===== src/rtl/core/bcf_pkg.sv =====
// Shared types and constants for the class fusion block.
`timescale 1ns / 1ps
package bcf_pkg;
  localparam int NumClasses = 16;
  localparam int NumEntries = 4096;
  localparam int ProbBits   = 16;
  localparam int ClassW     = 4;
  localparam int EntryW     = 12;
  localparam int SumW       = 21;
  localparam int AddrW      = EntryW + ClassW;

  localparam logic CMD_LOAD = 1'b0;
  localparam logic CMD_FUSE = 1'b1;
  localparam logic CFG_CLASSES = 1'b0;
  localparam logic CFG_MINCONF = 1'b1;

  typedef enum logic [3:0] {
    ST_IDLE, ST_LOAD, ST_FREAD, ST_FMUL, ST_FWRITE,
    ST_NREAD, ST_NWAIT, ST_DIV, ST_NWRITE, ST_EMIT
  } bcf_state_t;

  typedef struct packed {
    logic take_item;
    logic load_wr;
    logic mem_rd;
    logic mul_go;
    logic fuse_wr;
    logic norm_init;
    logic div_start;
    logic norm_wr;
    logic out_load;
  } bcf_cmd_t;

  typedef struct packed {
    logic item_ok;
    logic is_fuse;
    logic last_class;
    logic div_done;
    logic norm_last;
    logic sum_zero;
    logic out_busy;
  } bcf_stat_t;
endpackage


===== src/rtl/core/bcf_ctrl.sv =====
// Controller state machine for the class fusion block.
`timescale 1ns / 1ps
module bcf_ctrl (
  input  logic               clk,
  input  logic               rst_n,
  input  logic               in_tvalid,
  output logic               in_tready,
  input  bcf_pkg::bcf_stat_t stat,
  output bcf_pkg::bcf_cmd_t  cmd
);
  bcf_pkg::bcf_state_t state_r, state_nxt;

  always_ff @(posedge clk) begin
    if (!rst_n) state_r <= bcf_pkg::ST_IDLE;
    else state_r <= state_nxt;
  end

  always_comb begin
    state_nxt = state_r;
    unique case (state_r)
      bcf_pkg::ST_IDLE: begin
        if (in_tvalid) begin
          if (!stat.item_ok) state_nxt = bcf_pkg::ST_IDLE;
          else if (stat.is_fuse) state_nxt = bcf_pkg::ST_FREAD;
          else state_nxt = bcf_pkg::ST_LOAD;
        end
      end
      bcf_pkg::ST_LOAD:   state_nxt = bcf_pkg::ST_IDLE;
      bcf_pkg::ST_FREAD:  state_nxt = bcf_pkg::ST_FMUL;
      bcf_pkg::ST_FMUL:   state_nxt = bcf_pkg::ST_FWRITE;
      bcf_pkg::ST_FWRITE: begin
        if (!stat.last_class) state_nxt = bcf_pkg::ST_IDLE;
        else if (stat.sum_zero) state_nxt = bcf_pkg::ST_EMIT;
        else state_nxt = bcf_pkg::ST_NREAD;
      end
      bcf_pkg::ST_NREAD:  state_nxt = bcf_pkg::ST_NWAIT;
      bcf_pkg::ST_NWAIT:  state_nxt = bcf_pkg::ST_DIV;
      bcf_pkg::ST_DIV:    if (stat.div_done) state_nxt = bcf_pkg::ST_NWRITE;
      bcf_pkg::ST_NWRITE: state_nxt = stat.norm_last ? bcf_pkg::ST_EMIT : bcf_pkg::ST_NREAD;
      bcf_pkg::ST_EMIT:   if (!stat.out_busy) state_nxt = bcf_pkg::ST_IDLE;
      default:            state_nxt = bcf_pkg::ST_IDLE;
    endcase
  end

  always_comb begin
    cmd = '0;
    in_tready = 1'b0;
    unique case (state_r)
      bcf_pkg::ST_IDLE: begin
        in_tready = 1'b1;
        cmd.take_item = in_tvalid;
      end
      bcf_pkg::ST_LOAD:   cmd.load_wr = 1'b1;
      bcf_pkg::ST_FREAD:  cmd.mem_rd = 1'b1;
      bcf_pkg::ST_FMUL:   cmd.mul_go = 1'b1;
      bcf_pkg::ST_FWRITE: begin
        cmd.fuse_wr = 1'b1;
        cmd.norm_init = 1'b1;
      end
      bcf_pkg::ST_NREAD:  cmd.mem_rd = 1'b1;
      bcf_pkg::ST_NWAIT:  cmd.div_start = 1'b1;
      bcf_pkg::ST_DIV:    ;
      bcf_pkg::ST_NWRITE: cmd.norm_wr = 1'b1;
      bcf_pkg::ST_EMIT:   cmd.out_load = !stat.out_busy;
      default:            ;
    endcase
  end
endmodule


===== config.mk =====
export PLATFORM = sky130hd
export DESIGN_NAME = bcf_ctrl
export DESIGN_NICKNAME = d
export VERILOG_FILES = /design/src/rtl/core/bcf_pkg.sv /design/src/rtl/core/bcf_ctrl.sv
export SDC_FILE = /design/constraint.sdc
export NUM_CORES = 1
export LEC_CHECK = 0
export BUFFER_PORTS_ARGS = -buffer_cell sky130_fd_sc_hd__clkbuf_2
export CORE_AREA = 2 2 39 41
export CTS_CLUSTER_DIAMETER = 50
export CTS_CLUSTER_SIZE = 30
export DETAILED_ROUTE_END_ITERATION = 8
export DIE_AREA = 0 0 41 43
export PLACE_DENSITY = 0.7
export SLEW_MARGIN = 10
export SYNTH_ARGS = -nofsm -noshare
export SYNTH_HDL_FRONTEND = slang
export SYNTH_SLANG_ARGS = --single-unit

===== constraint.sdc =====
create_clock -name clk -period 1.2 [get_ports clk]
set_input_delay 0.12 -clock clk [delete_from_list [all_inputs] [get_ports clk]]
set_output_delay 0.12 -clock clk [all_outputs]
set_load 0.03 [all_outputs]

==> flow_metrics.env <==
export IMPL_synthesis_area_um2=430
export IMPL_area_growth_pct=143
export IMPL_route_detailed_drc=0
export IMPL_dieArea_um2=1760
export IMPL_cts_root_buf="clkbuf_4"
export IMPL_clkLatencyLatePin_ns=0.26
export IMPL_final_cells=120
export IMPL_grt_max_degree=10
export IMPL_synth_most_common_cell="nor2_1"
export IMPL_die_y_um=43
export IMPL_yosysTopAreaCell="dfxtp_1"
export IMPL_antenna_cells=0
export IMPL_synth_fp_nets=67
export IMPL_first_global_vias=639
export IMPL_cts_buffer_depth=2
export IMPL_clk_pin_slew_ns=0.05
export IMPL_worst_pin_slew_ns=0.388
export IMPL_synth_edf_count=0
export IMPL_rsz0062_at_grt="yes"
export IMPL_yosys_area_share_simple_pct=39.8
export IMPL_hold_depth=3
export IMPL_start_util_pct=31.1
export IMPL_crit_buf_inv=2
export IMPL_rows=14
export IMPL_ys_flop_type="dfxtp_1"
export IMPL_drive_gt1_share_pct=76.0
export IMPL_gp_congestion=0.844
export IMPL_placeableCoreArea_um2=1380
export IMPL_layout_setup_ws_ns=-0.227
export IMPL_crit_type="register to output pin"
export IMPL_ys_warn_count=0
export IMPL_leakage_uw=0.000454
export IMPL_maxCapViolCount=0
export IMPL_ff2ff_path_depth=6
export IMPL_path_cells="buf_6 > nor4_4 > and2_4 > buf_8"
export IMPL_largest_reg_flops=4
export IMPL_synth_mux_area_share_pct=2.33
export IMPL_fin_crit_ns=1.43
export IMPL_startpoint_type="register"
export IMPL_vias=653
export IMPL_grt_pass1_wl_mm=2.81
export IMPL_worst_setup_path_end_kind="output pin"
export IMPL_cp_slowest_stage_delay_ns=0.35
export IMPL_synth_async_reset_ratio_pct=0
export IMPL_grtUsageTotal_pct=24.1
export IMPL_crit_arrival_ns=1.31
export IMPL_peakVddDrop_uv=458
export IMPL_worstPathRequired_ns=1.08
export IMPL_power_density_nw_per_um2=530
export IMPL_cts_sinks=4
export IMPL_gr_total_overflow=0
export IMPL_ctsHtreeMaxLevel=1
export IMPL_cp_slowest_cell="dfxtp_4"
export IMPL_clock_fmax_mhz=701
export IMPL_postRouteWirelength_mm=1.84
export IMPL_drt_iter0_markers=4
export IMPL_ys_types=31
export IMPL_synth_common_cells="nor2_1, dfxtp_1, nor3_1"
export IMPL_synth_adder_area_share_pct=0
export IMPL_finalSetupViolations=14
export IMPL_worst_clock_skew_ns=0.0118
export IMPL_crit_fanout=4
export IMPL_maxSlewHeadroom_pct=74.0
export IMPL_top_register="state_r"
export IMPL_grt_antenna_before_repair=0
export IMPL_hold_viol=0
export IMPL_wl_per_cell_um=15.4
export IMPL_drv_slew=0
export IMPL_syn_avg_cell_area_um2=7.55
export IMPL_io_buffers=19
export IMPL_status="finished, violations left"
export IMPL_crit_cells=4
export IMPL_synth_xor_area_share_pct=0
export IMPL_drt_pass1_iterations=4
export IMPL_violations="negative setup slack"
export IMPL_ys_ff_latch=4
export IMPL_num_nets_final=116
export IMPL_hold_class="input port to register"
export IMPL_die_width_um=41
export IMPL_synth_compound_area_share_pct=29.1
export IMPL_hold_buffers=0
export IMPL_dp_cells=100
export IMPL_min_period_over_period_pct=119
export IMPL_cts_buffers=3
export IMPL_synth_top_family_by_area="simple AND/OR/NAND/NOR gates"
export IMPL_ant_nets=0
export IMPL_yosysSeqAreaShare_pct=18.6
export IMPL_dp_hpwl_um=994
export IMPL_critPathTopFamily="simple AND/OR/NAND/NOR gates"
export IMPL_netlist_area_leader_share_pct=18.6
export IMPL_reg_largest_list="state_r x4"
export IMPL_avgViaCountPerCell=5.44
export IMPL_synthCells=57
export IMPL_cts_tree="done"
export IMPL_power_uw=554
export IMPL_ys_top_cells_by_area="dfxtp_1, o41ai_2, nor2_1"
export IMPL_io_pins=20
[cell families after synthesis]
group | count (synthesis)
simple gates | 29
mux | 1
flops | 4
buf+inv | 7
compound gates | 16
[power by group]
group	switching [uW]	internal (uW)
Sequential	8.41	131
Combinational	103	119
Clock	78.1	113
Total	190	364
[what timing repair did]
| action | CTS | global route |
|---|---|---|
| pin swaps | 4 | 5 |
| setup buffers | 13 | 4 |
| endpoints found under the setup margin | 14 | 14 |
| resized for setup | 40 | 20 |
[metrics by stage]
| stage | hold slack (ns) | worst slack, ns | setup TNS (ns) | area (um^2) | utilization [%] |
|---|---|---|---|---|---|
| finish | 0.154 | -0.227 | -2.38 | 1040 | 75.5 |
| detailed placement | 0.403 | -0.161 | -0.866 | 677 | 48.9 |
| global placement | 0.409 | -0.135 | -0.666 | 677 | 48.9 |
| floorplan | 0.258 | -0.107 | -0.545 | 504 | - |
| CTS | 0.152 | -0.225 | -1.91 | 948 | 68.5 |
| global route | 0.175 | -0.265 | -2.90 | 1040 | 75.5 |
[layout by cell type (no fill, tap or decap), types with 2 or more instances in the layout]
master     n
nor2b_4    2
clkbuf_8   3
o41ai_2    2
clkbuf_2   9
nor2_4     3
buf_8      5
a21oi_1    2
buf_4     23
buf_6      9
o21ai_1    3
a211oi_1   2
o32ai_2    2
nor2_1     4
nor3_4     4
nand2b_4   3
nand2_1    3
dfxtp_4    4
clkbuf_4   3
[metal layers]
metal	share of wire [%]	up-vias	track usage, %
li1	-	312	-
met1	36	313	24.3
met2	56	22	42.2
met3	4.7	6	4.71
met4	2.6	0	14.0
met5	0	-	0
[tightest hold or removal path, delay by kind of cell]
kind | cells | cell delay [ns]
and+or+nand+nor | 1 | 0.08
AOI/OAI and AO/OA | 1 | 0.06
buffers and inverters | 1 | 0.10
[layout make-up]
class / instances / area, um^2
Clock buffer: 3 / 22.5
Fill cell: 97 / 339
Inverter: 2 / 7.51
Multi-Input combinational cell: 46 / 464
Sequential cell: 4 / 95.1
Tap cell: 16 / 20.0
Timing Repair Buffer: 49 / 435
[final timing paths]
path              startpoint         end  slack (ns)
setup / recovery  state_r[0]      cmd[8]       -0.23
hold / removal       stat[4]  state_r[2]        0.15
setup reg to reg  state_r[3]  state_r[1]       -0.17
hold reg to reg   state_r[3]  state_r[1]        0.61
Note: power is estimated with default switching activity, not from simulation.
